### src/rtl/core/buddy_block_allocator_assert.svh
// assertion macros for the buddy block allocator
`ifndef BUDDY_BLOCK_ALLOCATOR_ASSERT_SVH
`define BUDDY_BLOCK_ALLOCATOR_ASSERT_SVH

// implication checked on every clock edge outside reset
`define BBA_ASSERT_IMPL(label, clk, rst, ante, cons, msg) \
  label: assert property (@(posedge clk) disable iff (rst) (ante) |-> (cons)) else $error(msg);

// implication whose consequent is checked in the cycle after the antecedent
`define BBA_ASSERT_NEXT(label, clk, rst, ante, cons, msg) \
  label: assert property (@(posedge clk) disable iff (rst) (ante) |=> (cons)) else $error(msg);

`endif

### src/rtl/core/bba_ram.sv
// generic simple dual port ram (one write port, one read port) with registered read
`default_nettype none
module bba_ram #(
  parameter int WIDTH = 8,
  parameter int DEPTH = 16
) (
  input  wire logic                     clk,
  input  wire logic                     we,
  input  wire logic [$clog2(DEPTH)-1:0] waddr,
  input  wire logic [WIDTH-1:0]         wdata,
  input  wire logic [$clog2(DEPTH)-1:0] raddr,
  output logic      [WIDTH-1:0]         rdata
);
  logic [WIDTH-1:0] mem [DEPTH];

  always_ff @(posedge clk) begin
    if (we) begin
      mem[waddr] <= wdata;
    end
    rdata <= mem[raddr];
  end
endmodule
`default_nettype wire

### config.mk
export PLATFORM = sky130hd
export DESIGN_NAME = bba_ram
export DESIGN_NICKNAME = d
export VERILOG_FILES = /design/src/rtl/core/buddy_block_allocator_assert.svh /design/src/rtl/core/bba_ram.sv
export SDC_FILE = /design/constraint.sdc
export NUM_CORES = 1
export LEC_CHECK = 0
export ABC_AREA = 1
export BUFFER_PORTS_ARGS = -buffer_cell sky130_fd_sc_hd__buf_2
export CAP_MARGIN = 20
export CORE_MARGIN = 1.5
export CORE_UTILIZATION = 60
export DETAILED_ROUTE_END_ITERATION = 8
export GPL_TIMING_DRIVEN = 0
export PLACE_DENSITY = 0.78
export SKIP_CTS_REPAIR_TIMING = 1
export SLEW_MARGIN = 20
export SYNTH_ARGS = -nofsm -noshare
export SYNTH_HDL_FRONTEND = slang
export SYNTH_SLANG_ARGS = --single-unit
### constraint.sdc
create_clock -name clk -period 1.6 [get_ports clk]
set_clock_uncertainty 0.05 [all_clocks]
set_input_delay 0 -clock clk [delete_from_list [all_inputs] [get_ports clk]]
set_output_delay 0 -clock clk [all_outputs]
set_load 0.01 [all_outputs]
==> reports/metrics.csv, run 1 <==
stage;metric;value;unit
clocking;clock transition at the registers of the reported paths;60;ps
routing;drt total wl;13.78;mm
critical_path;worst-case reg-to-reg path depth;6;
critical_path;worst setup path start;raddr[2];
floorplan;IO Count;26;
finish;Fill cells;634;
placed_design;Placer Congestion;0.8716;
critical_path;CP startpoint kind;primary input;
finish;cell area after layout;0.006764;mm²
routing;vias post-DR;4111;
logic_synthesis;Post-Syn Area per Cell;10.47;µm²
finish;most frequent cells in the layout;nand2_1 (173), edfxtp_1 (128), inv_1 (100), nand3_1 (97), buf_2 (35);
routing;Iter 0 DRT Violations;469;
critical_path;Max FO, Critical Path;10;
logic_synthesis;post-synthesis mux area share;0;%
power_and_ir_drop;VDD IR-drop max;0.7829;mV
timing;hold_ws;53.60;ps
outcome;outcome;finished, final reports clean;
worst_hold_path;WHS Path Cells;3;
critical_path;CP required;1950;ps
timing;slew margin rel.;38.20;%
run;Max-cap violations;0;
logic_synthesis;register area share after synthesis;69.43;%
logic_synthesis;synth top area cells;edfxtp_1 (67%), nand2_1 (11%), nand3_1 (8.4%);
logic_synthesis;Cell variety after synth;12;
floorplan;core area;0.009284;mm²
critical_path;R2R Path Start;mem[12][1]$_DFFE_PP_;
logic_synthesis;Gate Count Post-Synth;551;
logic_synthesis;post-synthesis adder-cell area fraction;0;%
routing;1st-pass router iterations;6;
logic_synthesis;Synth area leader;edfxtp_1;
floorplan;die height;101.0;µm
clocking;Root Driver;clkbuf_8;
routing;# DRC;0;
power_and_ir_drop;P per Cell Area;1267;mW/mm²
finish;Final #Nets;621;
logic_synthesis;post-synthesis instance area;0.005767;mm²
timing;Slew Limit Fails;0;
power_and_ir_drop;Pwr Total;8.573;mW
global_routing;first-pass GRT wire length;20.87;mm
floorplan;die width;101.0;µm
clocking;Max Buffers Root-to-Sink;2;
critical_path;reg2reg end;rdata[1]$_DFF_P_;
global_routing;initial antenna violation count;0;
clocking;H-Tree Depth;4;
finish;layout cell share with drive strength beyond 1;12.66;%
clocking;Clock Latency Late Sink;520;ps
placed_design;Placed Cells incl. Taps;702;
finish;ant diodes;0;
critical_path;CP max stage delay;530;ps
floorplan;Die ar.;0.01021;mm²
logic_synthesis;post-synthesis simple-gate area fraction;21.05;%
floorplan;Row Count;35;
routing;WL per Instance;18.49;µm
logic_synthesis;largest family of logic cells by synthesized area;simple AND/OR/NAND/NOR gates;
timing;RSZ-0062 raised after global routing;no;
timing;post-route setup TNS;0;ps
global_routing;grt ovf;0;
finish;Non-Filler Instances;745;
critical_path;crit end category;flip-flop;
placed_design;placed wire-length estimate;8.765;mm
placed_design;pre-CTS WS;84.68;ps
critical_path;crit-path cells;dlygate4sd3_1 > buf_2 > inv_1 > buf_4 > nand3_1 > nand3_1 > nand2_1;
timing;post-route setup slack;419.4;ps
global_routing;vias in the first global route;3876;
timing;Tcrit/Tclk final;73.79;%
critical_path;Crit Path Class;in -> reg;
clocking;CTS tree;done;
logic_synthesis;syn nets;569;
logic_synthesis;Synth top area share;66.65;%
critical_path;critical path buffer and inverter count;4;
timing;worst slew pin tran;923.6;ps
finish;Final Util;72.86;%
timing;Tmin final;1181;ps
finish;most common cell after layout, fill and taps aside;nand2_1;
global_routing;largest net degree at the start of global routing;17;
finish;Area Growth Syn to Fin;17.29;%
global_routing;GRT Total Usage;29.06;%
routing;ANT nets after route;0;
timing;final hold violation count;0;
critical_path;Critical Path AT;1530;ps
logic_synthesis;Yosys warning count;0;
placed_design;count of input and output buffers;22;
timing;fmax;847.0;MHz
clocking;clk sink count;136;
critical_path;Worst path slowest cell;dlygate4sd3_1;
floorplan;Initial Util;62.12;%
power_and_ir_drop;Lkg Pwr;2.941;nW
critical_path;CP delay by family, top;buffers and inverters;
worst_hold_path;WHS Endpoint;mem[14][6]$_DFFE_PP_;
logic_synthesis;xor-xnor portion of the synthesized cell area;0;%
placed_design;Placed Instance Area;0.006038;mm²
worst_hold_path;Worst Hold Class;in -> reg;
critical_path;CP most frequent cell;nand3_1;
routing;Vias per Instance;5.518;
timing;final setup vio count;0;
logic_synthesis;post-synthesis compound-gate area fraction;0;%
logic_synthesis;Synth Register Bits;136;
critical_path;r2r setup slk;500;ps
worst_hold_path;HP Start;waddr[2];
clocking;Num CTS Buffers;17;
-- final cells by class --
cell class / instances / area, µm² / share of cell area, %
clock inverter: 14 / 197.7 / 2.923
clock buffer: 18 / 417.9 / 6.178
multi-input combinational: 289 / 1214 / 17.94
timing repair buffer: 33 / 220.2 / 3.256
tap: 129 / 161.4 / 2.386
sequential: 136 / 4004 / 59.19
inverter: 102 / 382.9 / 5.660
buffer: 24 / 166.4 / 2.460
-- flip-flops by register name, indices dropped and copies added (netlist names) --
register  flops
rdata         8
mem         128
-- Yosys cell counts --
master    instances
nand3_1          97
buf_1             1
buf_2            13
nand3b_1          2
buf_4             4
inv_2             2
nor2_1           17
dfxtp_1           8
nand2_1         173
edfxtp_1        128
buf_6             6
inv_1           100
-- logic make-up (layout without fill, tap and decap cells) --
kind of cell,Yosys count,count (layout)
flops,136,136
simple gates,289,289
buf+inv,126,191
-- where the power goes --
group / total [mW] / switching, mW / internal, mW
Clock: 4.01 / 1.47 / 2.54
Sequential: 4.00 / 0.0214 / 3.98
Combinational: 0.553 / 0.383 / 0.171
-- worst min-delay path: cells and delay by family --
| kind | cells | cell delay [ps] |
|---|---|---|
| simple gates | 2 | 300 |
| buf+inv | 1 | 110 |
-- how the worst max path moves through the flow --
stage	end	slack [ps]	depth (start not counted)
after floorplan	mem[10][0]$_DFFE_PP_	600	2
after global placement	mem[13][0]$_DFFE_PP_	90	4
after detailed placement	mem[7][1]$_DFFE_PP_	80	3
after CTS	rdata[1]$_DFF_P_	510	6
after global routing	rdata[7]$_DFF_P_	370	8
final	rdata[4]$_DFF_P_	420	7
-- per-layer routing --
metal  vias to the layer above  global-route usage (%)  share of wire, %
met1                      1885                   38.96                38
li1                       1881                       -                 -
met2                       299                   43.56                46
met3                        46                   9.154                13
met5                         -                       0                 0
met4                         0                   14.00               3.3
Power figures use the tool's default switching activity.
==> run 2, diff against run 1 <==
--- a/config.mk
+++ b/config.mk
@@ -9,10 +9,10 @@
 export BUFFER_PORTS_ARGS = -buffer_cell sky130_fd_sc_hd__buf_2
 export CAP_MARGIN = 20
 export CORE_MARGIN = 1.5
-export CORE_UTILIZATION = 60
+export CORE_UTILIZATION = 55
 export DETAILED_ROUTE_END_ITERATION = 8
 export GPL_TIMING_DRIVEN = 0
-export PLACE_DENSITY = 0.78
+export PLACE_DENSITY = 0.75
 export SKIP_CTS_REPAIR_TIMING = 1
 export SLEW_MARGIN = 20
 export SYNTH_ARGS = -nofsm -noshare
==> constraint.sdc (replaced) <==
create_clock -name clk -period 1 [get_ports clk]
set_clock_uncertainty 0.05 [all_clocks]
set_input_delay 0 -clock clk [delete_from_list [all_inputs] [get_ports clk]]
set_output_delay 0 -clock clk [all_outputs]
set_load 0.01 [all_outputs]
==> run 2 against run 1 <==
  * The flow now finishes with violations (hold timing, setup timing)
  * First-iteration DRC count is 11% lower
  * Final cell count is 0.54% higher
  * Clock power is 49% higher
  * Final area is 4.1% higher
  * Critical path type is now reg -> reg
  * Critical endpoint is now rdata[5]$_DFF_P_
  * Largest cell class unchanged
==> reports/metrics.csv, run 2 (synthesis gave the netlist of run 1 again) <==
stage;metric;value;unit;change
finish;Fill cells;718;;was 634
clocking;clock transition at the registers of the reported paths;60;ps;about the same
finish;Multi-input gate area;0.001519;mm²;was 0.001214 mm²
global_routing;GRT Total Usage;26.19;%;was 29.06%
outcome;violated checks;hold timing, setup timing;;
critical_path;CP startpoint kind;flip-flop;;was primary input
critical_path;reg2reg end;rdata[5]$_DFF_P_;;was rdata[1]$_DFF_P_
critical_path;worst-case reg-to-reg path depth;6;;unchanged
timing;fmax;941.4;MHz;
timing;Tcrit/Tclk final;106.2;%;
routing;# DRC;0;;unchanged
timing;Slew Limit Fails;0;;unchanged
clocking;Clock Latency Late Sink;530;ps;was 520 ps
timing;Tmin final;1062;ps;
power_and_ir_drop;Lkg Pwr;3.036;nW;was 2.941 nW
clocking;Root Driver;clkbuf_8;;unchanged
global_routing;largest net degree at the start of global routing;17;;unchanged
timing;hold_ws;-162.5;ps;was 53.60 ps
clocking;CTS tree;done;;unchanged
timing;post-route setup slack;-62.28;ps;was 419.4 ps
finish;layout cell share with drive strength beyond 1;25.12;%;was 12.66%
critical_path;crit-path cells;inv_1 > nand2_1 > nand3_1 > nand3_1 > nand3_2 > nand2_2;;was dlygate4sd3_1 > buf_2 > inv_1 > buf_4 > nand3_1 > nand3_1 > nand2_1
finish;most common cell after layout, fill and taps aside;nand2_1;;unchanged
global_routing;first-pass GRT wire length;20.65;mm;was 20.87 mm
global_routing;grt ovf;0;;unchanged
global_routing;vias in the first global route;3688;;was 3,876
clocking;H-Tree Depth;4;;unchanged
critical_path;Worst path slowest cell;edfxtp_1;;was dlygate4sd3_1
timing;final setup vio count;7;;was 0
global_routing;initial antenna violation count;0;;unchanged
finish;most frequent cells in the layout;nand2_1 (157), edfxtp_1 (128), inv_1 (99), nand3_2 (51), nand3_1 (46);;was nand2_1 (173), edfxtp_1 (128), inv_1 (100), nand3_1 (97), buf_2 (35)
critical_path;R2R Path Start;mem[7][5]$_DFFE_PP_;;was mem[12][1]$_DFFE_PP_
finish;Non-Filler Instances;749;;was 745
worst_hold_path;WHS Path Cells;4;;was 3
finish;Final #Nets;618;;was 621
worst_hold_path;HP Start;raddr[2];;was waddr[2]
floorplan;die height;105.4;µm;was 101.0 µm
critical_path;Crit Path Class;reg -> reg;;was in -> reg
finish;top flop regs;mem x128, rdata x8;;unchanged
finish;Area Growth Syn to Fin;22.04;%;was 17.29%
outcome;outcome;finished with violations;;was finished, final reports clean
floorplan;core area;0.01023;mm²;was 0.009284 mm²
placed_design;Placed Cells incl. Taps;709;;was 702
power_and_ir_drop;P per Cell Area;1902;mW/mm²;was 1267 mW/mm²
routing;1st-pass router iterations;5;;was 6
critical_path;Max FO, Critical Path;1;;was 10
timing;final hold violation count;8;;was 0
finish;Largest Register;mem;;unchanged
placed_design;placed wire-length estimate;8.832;mm;was 8.765 mm
timing;worst slew pin tran;829.7;ps;was 923.6 ps
floorplan;IO Count;26;;unchanged
timing;slew margin rel.;44.48;%;was 38.20%
critical_path;CP most frequent cell;nand3_1;;unchanged
routing;Iter 0 DRT Violations;417;;was 469
floorplan;Row Count;37;;was 35
clocking;clk sink count;136;;unchanged
clocking;Max Buffers Root-to-Sink;2;;unchanged
timing;RSZ-0062 raised after global routing;yes;;was no
placed_design;Placer Congestion;0.9628;;was 0.8716
run;Max-cap violations;0;;unchanged
critical_path;CP required;1370;ps;was 1950 ps
worst_hold_path;Worst Hold Class;in -> reg;;unchanged
power_and_ir_drop;VDD IR-drop max;1.307;mV;was 0.7829 mV
routing;ANT nets after route;0;;unchanged
floorplan;Initial Util;56.37;%;was 62.12%
critical_path;r2r setup slk;-60;ps;was 500 ps
floorplan;Die ar.;0.01111;mm²;was 0.01021 mm²
critical_path;crit end category;flip-flop;;unchanged
routing;Vias per Instance;5.346;;was 5.518
critical_path;worst setup path endpoint;rdata[5]$_DFF_P_;;was rdata[4]$_DFF_P_
finish;Reg area;0.004010;mm²;was 0.004004 mm²
routing;WL per Instance;18.62;µm;was 18.49 µm
routing;drt total wl;13.95;mm;was 13.78 mm
routing;vias post-DR;4004;;was 4,111
finish;max reg flops;128;;unchanged
critical_path;Critical Path AT;1430;ps;was 1530 ps
finish;ant diodes;0;;unchanged
clocking;Num CTS Buffers;17;;unchanged
placed_design;count of input and output buffers;22;;unchanged
floorplan;die width;105.4;µm;was 101.0 µm
placed_design;pre-CTS WS;-504.7;ps;was 84.68 ps
critical_path;CP max stage delay;390;ps;was 530 ps
critical_path;worst setup path start;mem[7][5]$_DFFE_PP_;;was raddr[2]
## run 2: power by group
group,internal [mW],leakage (nW),switching (mW)
clock,3.56,0.273,2.40
combinational,0.331,1.54,0.674
sequential,6.38,1.22,0.0377
## run 2: critical path: cells and delay by family (launching register included)
kind / cells / cell delay, ps
simple gates: 5 / 450
buf+inv: 1 / 80
flops: 1 / 390
## run 2: metrics by stage
| step | hold WS [ps] | instance area (µm²) | util, % | power [mW] | setup TNS [ps] |
|---|---|---|---|---|---|
| after floorplan | 48.87 | 5767 | - | 6.990 | -54.05 |
| after global placement | 345.9 | 6047 | 59.10 | 7.324 | -50140 |
| after detailed placement | 345.3 | 6047 | 59.10 | 7.344 | -55040 |
| after CTS | -184.6 | 6615 | 64.66 | 13.17 | -384.3 |
| after global routing | -134.3 | 7038 | 68.79 | 13.71 | -648.0 |
| final | -162.5 | 7038 | 68.79 | 13.38 | -137.6 |
## run 2: final cells by class
class,instances,area share [%]
clock buffer,18,5.938
clock inverter,14,2.133
buffer,24,2.364
sequential,136,56.98
multi-input combinational,289,21.58
timing repair buffer,30,3.147
inverter,102,5.440
tap,136,2.418
## run 2: worst min path at each step
stage                          endpoint
floorplan           mem[0][0]$_DFFE_PP_
global placement               rdata[3]
detailed placement             rdata[1]
CTS                    rdata[0]$_DFF_P_
global route           rdata[0]$_DFF_P_
finish                 rdata[0]$_DFF_P_
## run 2: layer usage
metal	vias up	wire length, µm	global-route usage (%)
li1	1879	-	-
met5	-	0	0
met4	0	374	9.491
met2	189	6491	40.29
met3	31	1354	6.494
met1	1905	5728	36.56
