`config.mk`:
```
export PLATFORM = sky130hd
export DESIGN_NAME = bba_div
export DESIGN_NICKNAME = d
export VERILOG_FILES = /design/src/rtl/core/buddy_block_allocator_assert.svh /design/src/rtl/core/bba_pkg.sv /design/src/rtl/core/bba_div.sv
export SDC_FILE = /design/constraint.sdc
export NUM_CORES = 1
export LEC_CHECK = 0
export ABC_AREA = 1
export BUFFER_PORTS_ARGS = -buffer_cell sky130_fd_sc_hd__buf_4
export CAP_MARGIN = 40
export CORE_MARGIN = 8
export CORE_UTILIZATION = 25
export DETAILED_ROUTE_END_ITERATION = 6
export PLACE_DENSITY = 0.45
export SYNTH_ARGS = -nofsm -noshare
export SYNTH_HDL_FRONTEND = slang
export SYNTH_SLANG_ARGS = --single-unit
```
`constraint.sdc`:
```
create_clock -name clk -period 6.9 [get_ports clk]
set_input_delay 0.69 -clock clk [delete_from_list [all_inputs] [get_ports clk]]
set_output_delay 0.69 -clock clk [all_outputs]
set_load 0.01 [all_outputs]
```
`src/rtl/core/buddy_block_allocator_assert.svh`:
```
// assertion macros for the buddy block allocator
`ifndef BUDDY_BLOCK_ALLOCATOR_ASSERT_SVH
`define BUDDY_BLOCK_ALLOCATOR_ASSERT_SVH

// implication checked on every clock edge outside reset
`define BBA_ASSERT_IMPL(label, clk, rst, ante, cons, msg) \
  label: assert property (@(posedge clk) disable iff (rst) (ante) |-> (cons)) else $error(msg);

// implication whose consequent is checked in the cycle after the antecedent
`define BBA_ASSERT_NEXT(label, clk, rst, ante, cons, msg) \
  label: assert property (@(posedge clk) disable iff (rst) (ante) |=> (cons)) else $error(msg);

`endif

```
`src/rtl/core/bba_pkg.sv`:
```
// shared types and codes for the buddy block allocator
`default_nettype none
package bba_pkg;
  localparam logic [1:0] OP_ALLOC = 2'd0;
  localparam logic [1:0] OP_RELEASE = 2'd1;
  localparam logic [1:0] OP_FLUSH = 2'd2;

  localparam logic [1:0] ST_OK = 2'd0;
  localparam logic [1:0] ST_NOSPACE = 2'd1;
  localparam logic [1:0] ST_QFULL = 2'd2;

  localparam int REQ_W = 19;
  localparam int ALIGN_W = 17;
  localparam int AOFF_W = 18;
  localparam int USED_W = 19;
  localparam int ORD_W = 5;

  typedef enum logic [4:0] {
    S_IDLE,
    S_ALIGN_DIV,
    S_SIZE,
    S_ORDER,
    S_CHECK,
    S_SCAN,
    S_SCAN_RD,
    S_SCAN_WAIT,
    S_SPLIT,
    S_OFF_DIV,
    S_OFF_FIX,
    S_FL_START,
    S_FL_RD,
    S_FL_WAIT,
    S_FL_ENTRY,
    S_MERGE_RD,
    S_MERGE_WAIT,
    S_MERGE,
    S_FL_NEXT,
    S_DONE
  } state_t;

  // interface to the shared divider
  typedef struct packed {
    logic        start;
    logic [36:0] dividend;
    logic [16:0] divisor;
  } div_req_t;

  typedef struct packed {
    logic        done;
    logic [36:0] quot;
    logic [16:0] rem;
  } div_rsp_t;
endpackage
`default_nettype wire

```
`src/rtl/core/bba_div.sv`:
```
// restoring divider, one quotient bit per cycle
`default_nettype none
module bba_div
  import bba_pkg::*;
(
  input  wire logic     clk,
  input  wire logic     rst,
  input  wire div_req_t req,
  output div_rsp_t      rsp
);
  logic [36:0] quot;
  logic [17:0] rem;
  logic [16:0] dvs;
  logic [5:0]  cnt;
  logic        busy;
  logic        done_r;
  logic [17:0] trial;
  logic [17:0] sh;

  assign sh = {rem[16:0], quot[36]};
  assign trial = sh - {1'b0, dvs};

  always_ff @(posedge clk) begin
    if (rst) begin
      busy <= 1'b0;
      done_r <= 1'b0;
    end else begin
      done_r <= !req.start && busy && (cnt == 6'd1);
      if (req.start) begin
        busy <= 1'b1;
        cnt <= 6'd37;
        quot <= req.dividend;
        rem <= '0;
        dvs <= req.divisor;
      end else if (busy) begin
        if (!trial[17]) begin
          rem <= trial;
          quot <= {quot[35:0], 1'b1};
        end else begin
          rem <= sh;
          quot <= {quot[35:0], 1'b0};
        end
        cnt <= cnt - 6'd1;
        if (cnt == 6'd1) begin
          busy <= 1'b0;
        end
      end
    end
  end

  assign rsp.done = done_r;
  assign rsp.quot = quot;
  assign rsp.rem = rem[16:0];
endmodule
`default_nettype wire

```
==> results of run 1 <==
-- registers in the layout (all words and copies together), names as in the netlist --
name	flops
rem	17
dvs	17
busy	1
cnt	6
done_r	1
quot	37
-- cell type report --
class,count,area [um2]
inverter,71,267
clock buffer,9,225
tap,229,287
clock inverter,7,78.8
timing repair buffer,114,856
sequential,79,2350
fill,1887,11900
multi-input combinational,369,1790
-- cells in the mapped netlist --
library cell / number
nand3b_1: 3
buf_2: 2
nand2_2: 6
a21oi_1: 16
inv_1: 67
nor3_1: 5
o21ai_0: 3
o21bai_1: 1
a21oi_2: 2
ha_1: 19
nor2_1: 45
clkbuf_1: 9
inv_2: 4
or3_1: 1
nand2_4: 3
o21ai_1: 2
xor2_1: 7
nand3_1: 29
edfxtp_1: 77
buf_6: 2
fa_1: 1
nor2_2: 4
buf_4: 2
dfxtp_1: 2
or2_2: 2
xnor2_1: 2
nor4_1: 1
nand2_1: 214
nand3_2: 3
-- placed cells by master (no fill, tap or decap), types with 2 or more instances in the layout --
| cell | instances |
|---|---|
| nand2_1 | 214 |
| buf_4 | 114 |
| edfxtp_1 | 77 |
| inv_1 | 66 |
| nor2_1 | 45 |
| nand3_1 | 29 |
| ha_1 | 19 |
| a21oi_1 | 15 |
| clkbuf_16 | 9 |
| xor2_1 | 7 |
| nand2_2 | 6 |
| inv_2 | 5 |
| nor3_1 | 5 |
| nor2_2 | 4 |
| nand3_2 | 3 |
| nand2_4 | 3 |
| nand3b_1 | 3 |
| o21ai_0 | 3 |
| a21oi_2 | 2 |
| o21ai_1 | 2 |
| or2_2 | 2 |
| xnor2_1 | 2 |
| dfxtp_1 | 2 |
| clkinvlp_4 | 2 |
-- power by group through the flow --
stage	Clock [uW]	Sequential, uW	Combinational, uW
after floorplan	0	617	211
after global placement	0	612	339
after detailed placement	0	611	343
after CTS	512	601	344
after global routing	528	606	386
final	497	601	338
-- cell families after synthesis --
| family | Yosys count |
|---|---|
| and+or+nand+nor | 316 |
| DFF | 79 |
| xor gates and xnor gates | 9 |
| buffers and inverters | 86 |
| AOI/OAI and AO/OA | 24 |
| adders and majority gates | 20 |
-- worst paths after layout --
| kind | startpoint | to | slack [ns] |
|---|---|---|---|
| min | busy | busy | 0.46 |
| max reg2reg | rem[2] | rem[1] | 4.51 |
| min reg2reg | busy | busy | 0.46 |
| max | rem[2] | rem[1] | 4.51 |
-- metal layers --
layer | vias to the layer above | part of all wire, %
met5 | - | 0.10
met4 | 2 | 1.3
met3 | 13 | 9.6
met2 | 117 | 43
met1 | 1661 | 46
li1 | 1914 | -
-- tightest hold or removal path, cell delays in order (launching register included) --
cell	delay (ns)
dfxtp_1	0.31
nand2_1	0.06
a21oi_1	0.05
-- per-stage QoR --
step / util (%) / std cells
6_report: 33.0 / 878
3_5_place_dp: 31.2 / 862
2_1_floorplan: - / 534
3_3_place_gp: 31.2 / 862
5_1_grt: 33.0 / 878
4_1_cts: 33.0 / 878
==> impl_results.md, run 1 <==
- Outcome: completed
- Leading area contributor after synthesis: edfxtp_1
- IO Count: 112
- Die area: between 20000 and 25000 um2
- Dpl hpwl: around 9.6 mm
- Critical Path AT: about 2.5 ns
- Root buf cell: clkbuf_16
- Slack of the critical path: about 4.5 ns
- H-tree level count: 3
- Routability congestion estimate: 0.805
- Sequential element share of the synthesized area: a little over half
- Cell-internal power: 995 uW
- CTS clk-pin slew, worst paths: approximately 0.070 ns
- Detailed Routing Iterations Pass 1: 4
- Final setup fails: 0
- Max-slew violations: 0
- RSZ-0062 raised after global routing: false
- Core area: between 15000 and 20000 um2
- Met1 GRT Util: 14.1%
- I/O Buffers: 111
- WP buf/inv: 1
- Die width: 150 um
- Delay-heaviest family, CP: simple AND/OR/NAND/NOR gates
- Most common cell on crit path: nand2_1
- DR DRC count: 0
- Minimum clock period: between 2 and 2.5 ns
- Max_cap viols: 0
- Worst reg-to-reg path cell count: 13
- Sum Neg Setup Slack: 0 ns
- Synth Cell Area: approximately 4500 um2
- Area grow syn2layout: 30.7%
- Worst EP required: roughly 7.0 ns
- Static leakage power: around 0.0029 uW
- Min-delay worst type: reg2reg
- Antenna cells: 0
- Sw Pwr: 440 uW
- Synthesized flop and latch total: just under 80
- Least-Margin Pin Slew: 0.623 ns
- Area share of the largest cell type after synthesis: 51.6%
- Synthesis Warnings: 0
- Post-Route WL: ~13 mm
- Vias: ~3700
- Met3 GRT Util: between 6 and 7%
- First-pass GRT wire length: 20.4 mm
- Routed Antenna Nets: 0
- PwrDens: 245 nW/um2
- Main combinational cell family by area after synthesis: simple AND/OR/NAND/NOR gates
- Fin. Hold Viols: 0
- TritonCTS clock tree: done
- Fin Hold WS: 0.459 ns
- Worst path max stage delay: around 0.44 ns
- Clock buffer depth: 2
- Sw Share: between 30% and 40%
- Number of global-route vias before repair: approximately 4000
- Worst-path cell chain: ha_1 -> nand2_2 -> inv_1 -> nand2_1 -> nand2_1 -> nand2_1 -> nand3_2 -> nand2_4 -> nand2_4 -> nand2_1 -> nand2_2 -> nor2_1 -> nor2_1
- Pre-CTS setup slack: approximately 4.1 ns
- Clk_skew: around 0.0077 ns
- Sequential power share: 41.8%
- Layout cell share with drive strength beyond 1: ~24%
- Layout Nets: 721
- Post-synthesis cell type count: 29
- CTS Buf Count: 9
- Wire per inst: between 10 and 15 um
- Setup Crit Path Kind: reg2reg
- Peak supply drop: 0.128 mV
- Initial Util: 25.2%
- Remaining global-route overflow: 0
- Xor and xnor area share after synthesis: 1.76%
- 1st-iter DRT viols: 150
- Syn nets: 611
- Placed cell area: 5560 um2
- Largest net degree at the start of global routing: between 50 and 60
- Logic pwr share: a little under a quarter
- Via-to-Cell Ratio: 4.22
- Met2 GRT Util: 17.7%
- Compound-Gate Fraction of Synth Area: roughly 2.9%
- Row cnt: slightly below 50
- Clk sink count: between 70 and 80
- Slowest CP cell: edfxtp_1
- Postcts setup bufs: 0
- Synth Instances: between 500 and 600
- DIE HEIGHT: around 150 um
- Gr usage total: around an eighth
- Worst slew margin: about three fifths
- Post-layout instance area: around 5900 um2
- Area share of and/or/nand/nor cells after synthesis: roughly 29%
- Grt peak-use layer: met2
- Syn Area/Cell: between 8 and 9 um2
- Critical path peak fanout: 11
- Synth Area in Adders: 5.75%
- # hold bufs at CTS: 0
- Post-CTS Resized: 0
- Worst Hold Depth: 2
- Worst skew pair latency: about 0.34 ns
- Antenna violations before repair: 1
- Synth top area cells: edfxtp_1 (52%), nand2_1 (18%), inv_1 (5.6%)
- Fmax: about 420 MHz
- Startpoint Class: register
- Mux share of post-synthesis cell area: 0%
- Pwr Total: between 1000 and 1500 uW
- CP Capture Type: register
- Power share of the clock group: approximately a third
- WP depth: 13
- Crit share post-route: 34.7%
Note: power is estimated with default switching activity, not from simulation.
==> run 2, diff against run 1 <==
ABC_AREA = 0   (was 1)
clock period = 2.5 ns   (was 6.9 ns; I/O delays follow)
==> run 2 against run 1 <==
Net effect: first-iteration DRC count fell by 23%; fmax fell by 2.1%; sequential power rose to 2.8 times the previous value; wire length fell by 8.7%; synthesized area fell by 6.4%; critical path type unchanged.
==> impl_results.md, run 2 <==
- Outcome: completed
- Area of the multi-input gates: 1910 um2 (+6.3%)
- Most common cell after layout, fill and taps aside: buf_4
- Worst EP required: 2.58 ns (-4.42 ns)
- Fmax: 409 MHz (-2.1%)
- Hold endpoint: dvs[5]
- Worst reg-to-reg path cell count: 10 (-3)
- Sequential element share of the synthesized area: 56.0% (+3.6 points)
- Most used flip-flop cell after synthesis: edfxtp_1
- Vias: 3131 (-16%)
- Post-Route WL: 11.5 mm (-8.7%)
- Clk sink count: 79 (unchanged)
- Layout cell share with drive strength beyond 1: 49.6% (+26 points)
- Clock buffer depth: 2 (unchanged)
- Post-synth EDFFs: 77 (unchanged)
- Worst slew margin: 72.3% (+14 points)
- Top Registers: quot: 37 flops, dvs: 17 flops, rem: 17 flops
- Routability congestion estimate: 0.762 (-5.4%)
- Min-delay worst type: in2reg
- CTS clk-pin slew, worst paths: 0.06 ns (about the same)
- Fill count: 1654 (-12%)
- Antenna violations before repair: 0 (-1)
- Dpl hpwl: 8.19 mm (-14%)
- Startpoint Class: register
- Register area: 2350 um2 (unchanged)
- Crit share post-route: 97.8% (+63 points)
- TritonCTS clock tree: done
- Critical Path AT: 2.53 ns (+0.04 ns)
- IO Count: 112 (unchanged)
- Worst path max stage delay: 0.46 ns (+0.02 ns)
- Met3 GRT Util: 5.53% (-0.88 points)
- Worst Hold Depth: 1 (-1)
- Row cnt: 47 (-4.1%)
- Most flops, register: quot
- Minimum clock period: 2.44 ns (+0.0517 ns)
- Least-Margin Pin Slew: 0.416 ns (-0.208 ns)
- Wire per inst: 16.1 um (+12%)
- Post-layout instance area: 6150 um2 (+4.9%)
- Post-synth top cells: edfxtp_1 (77), mux2_2 (36), nor2_1 (28)
- Pwr Total: 4280 uW (+200%)
- Leading area contributor after synthesis: edfxtp_1
- Worst skew pair latency: 0.35 ns (about the same)
- Reg2reg end: rem[3]
- RSZ-0062 raised after global routing: true
- Die area: 21200 um2 (-5.7%)
- Core area: 16500 um2 (-7.1%)
- Critical path peak fanout: 4 (-7)
- Worst hold start: req[5]
- WP buf/inv: 1 (unchanged)
- Syn Area/Cell: 12.5 um2 (+49%)
- Remaining global-route overflow: 0 (unchanged)
- I/O Buffers: 111 (unchanged)
- Worst-path cell chain: ha_4 -> and2_1 -> and3_4 -> nor4_2 -> a211o_1 -> a21oi_4 -> nand2_8 -> clkbuf_16 -> mux2i_1 -> nor2_1
- Reg2Reg Launch Point: rem[10]
- Routed Antenna Nets: 0 (unchanged)
- Area share of the largest cell type after synthesis: 55.1% (+3.5 points)
- Synth top area cells: edfxtp_1 (55%), mux2_2 (9.7%), ha_1 (5.7%)
- Pre-CTS setup slack: -0.0375 ns (-4.18 ns)
- Largest net degree at the start of global routing: 46 (-21%)
- Via-to-Cell Ratio: 4.37 (+3.6%)
- Placed cell area: 5550 um2 (about the same)
- Slack of the critical path: 0.0554 ns (-4.45 ns)
- Sum Neg Setup Slack: 0 ns (unchanged)
- Die width: 146 um (-2.9%)
- H-tree level count: 3 (unchanged)
- Detailed Routing Iterations Pass 1: 4 (unchanged)
- Initial Util: 25.4% (+0.19 points)
- Root buf cell: clkbuf_16
- Fin. Hold Viols: 0 (unchanged)
- Peak supply drop: 0.327 mV (+160%)
- PwrDens: 697 nW/um2 (+180%)
- Area grow syn2layout: 46.4%
- Static leakage power: 0.00254 uW (-12%)
- Max_cap viols: 0 (unchanged)
- CP Capture Type: register
- Max-slew violations: 0 (unchanged)
- Grt peak-use layer: met2
- Max reg flops: 37 (unchanged)
- CTS Buf Count: 9 (unchanged)
- First-pass GRT wire length: 17.8 mm (-13%)
- Antenna cells: 0 (unchanged)
- Synthesized flop and latch total: 79 (unchanged)
- Async S/R FF share, synth: 0% (unchanged)
- Gr usage total: 10.7% (-1.0 points)
- Layout Nets: 568 (-21%)
- Final setup fails: 0 (unchanged)
- Most frequent cells in the layout: buf_4 (152), edfxtp_1 (77), mux2_2 (36), inv_1 (25), nor2_1 (25)
- Synth Instances: 336 (-37%)
- DIE HEIGHT: 146 um (-2.9%)
- Number of global-route vias before repair: 3402 (-12%)
- Post-synthesis cell type count: 49 (+69%)
- Slowest CP cell: edfxtp_1
- Delay-heaviest family, CP: simple AND/OR/NAND/NOR gates
- 1st-iter DRT viols: 115 (-23%)
- Setup Crit Path Kind: reg2reg
- Crit path launch: rem[10]
- Synth Cell Area: 4200 um2 (-6.4%)
- Met1 GRT Util: 12.0% (-2.1 points)
- Met2 GRT Util: 16.9% (-0.81 points)
- Synthesis Warnings: 0 (unchanged)
- Clk_skew: 0.00677 ns (-0.000922 ns)
- Flop2flop setup slack: 0.06 ns (-4.45 ns)
- DR DRC count: 0 (unchanged)
- Top-count cell post-synth: edfxtp_1
- Syn nets: 413 (-32%)
## run 2: cell count changes after synthesis, moves of 6 or more
cell	before	now
nand2_1	214	17
mux2i_1	0	15
mux2_2	0	36
a21oi_1	16	23
nand2_2	6	0
inv_1	67	26
nor2_1	45	28
nand3_1	29	2
xnor2_1	2	13
## run 2: final cells by class
type	instances	share of cell area, %
inverter	26	1.59
timing repair buffer	157	20.1
sequential	79	38.3
clock buffer	10	3.73
clock inverter	6	0.835
tap	220	4.48
multi-input combinational	218	31.0
## run 2: how the worst max path moves through the flow
| stage | slack, ns | cells past startpoint | end |
|---|---|---|---|
| CTS | -0.0006 | 9 | rem[3] |
| detailed placement | -0.04 | 9 | rem[3] |
| finish | 0.06 | 10 | rem[3] |
| global route | -0.05 | 11 | rem[16] |
| floorplan | 0.04 | 11 | rem[10] |
| global placement | -0.06 | 12 | rem[16] |
## run 2: per-layer routing
metal  wire length, um  vias up
li1                  -     1543
met1              4930     1493
met2              5370       84
met5                 0        -
met4               187        0
met3              1050       11
## run 2: cells by family (layout without fill, tap and decap cells)
kind of cell | Yosys count | after routing | synth area share, %
compound gates | 53 | 53 | 8.23
xor+xnor | 16 | 16 | 3.34
fa+ha+maj | 20 | 20 | 6.14
buf+inv | 39 | 199 | 3.99
flops | 79 | 79 | 56.0
mux | 51 | 51 | 13.2
simple gates | 78 | 78 | 9.03
## run 2: per-stage QoR
step                cells  hold WS, ns  util (%)
floorplan             336        0.349         -
global placement      692        0.429      33.6
detailed placement    692        0.430      33.6
CTS                   708       0.0646      35.4
global route          716       0.0616      37.2
finish                716       0.0791      37.2
## run 2: where the power goes
group / internal [uW] / leakage (uW) / switching, uW
sequential: 1600 / 0.000752 / 65.0
combinational: 701 / 0.00165 / 639
clock: 690 / 0.000134 / 590
total: 2990 / 0.00254 / 1290
## run 2: worst register-to-register path: cells and delay by family (launching register included)
| family | cells | cell delay (ns) |
|---|---|---|
| flip-flops | 1 | 0.46 |
| AND/OR/NAND/NOR | 5 | 0.56 |
| adder cells (fa/ha/maj) | 1 | 0.32 |
| AO/OA/AOI/OAI | 2 | 0.52 |
| buffers and inverters | 1 | 0.17 |
| multiplexers | 1 | 0.16 |
## run 2: repair_timing
action | CTS | global route
gates cloned | 0 | 1
hold buffers | 0 | 0
resized for setup | 4 | 40
setup endpoints to repair | 16 | 17
setup buffers | 0 | 8
pin swaps | 1 | 19
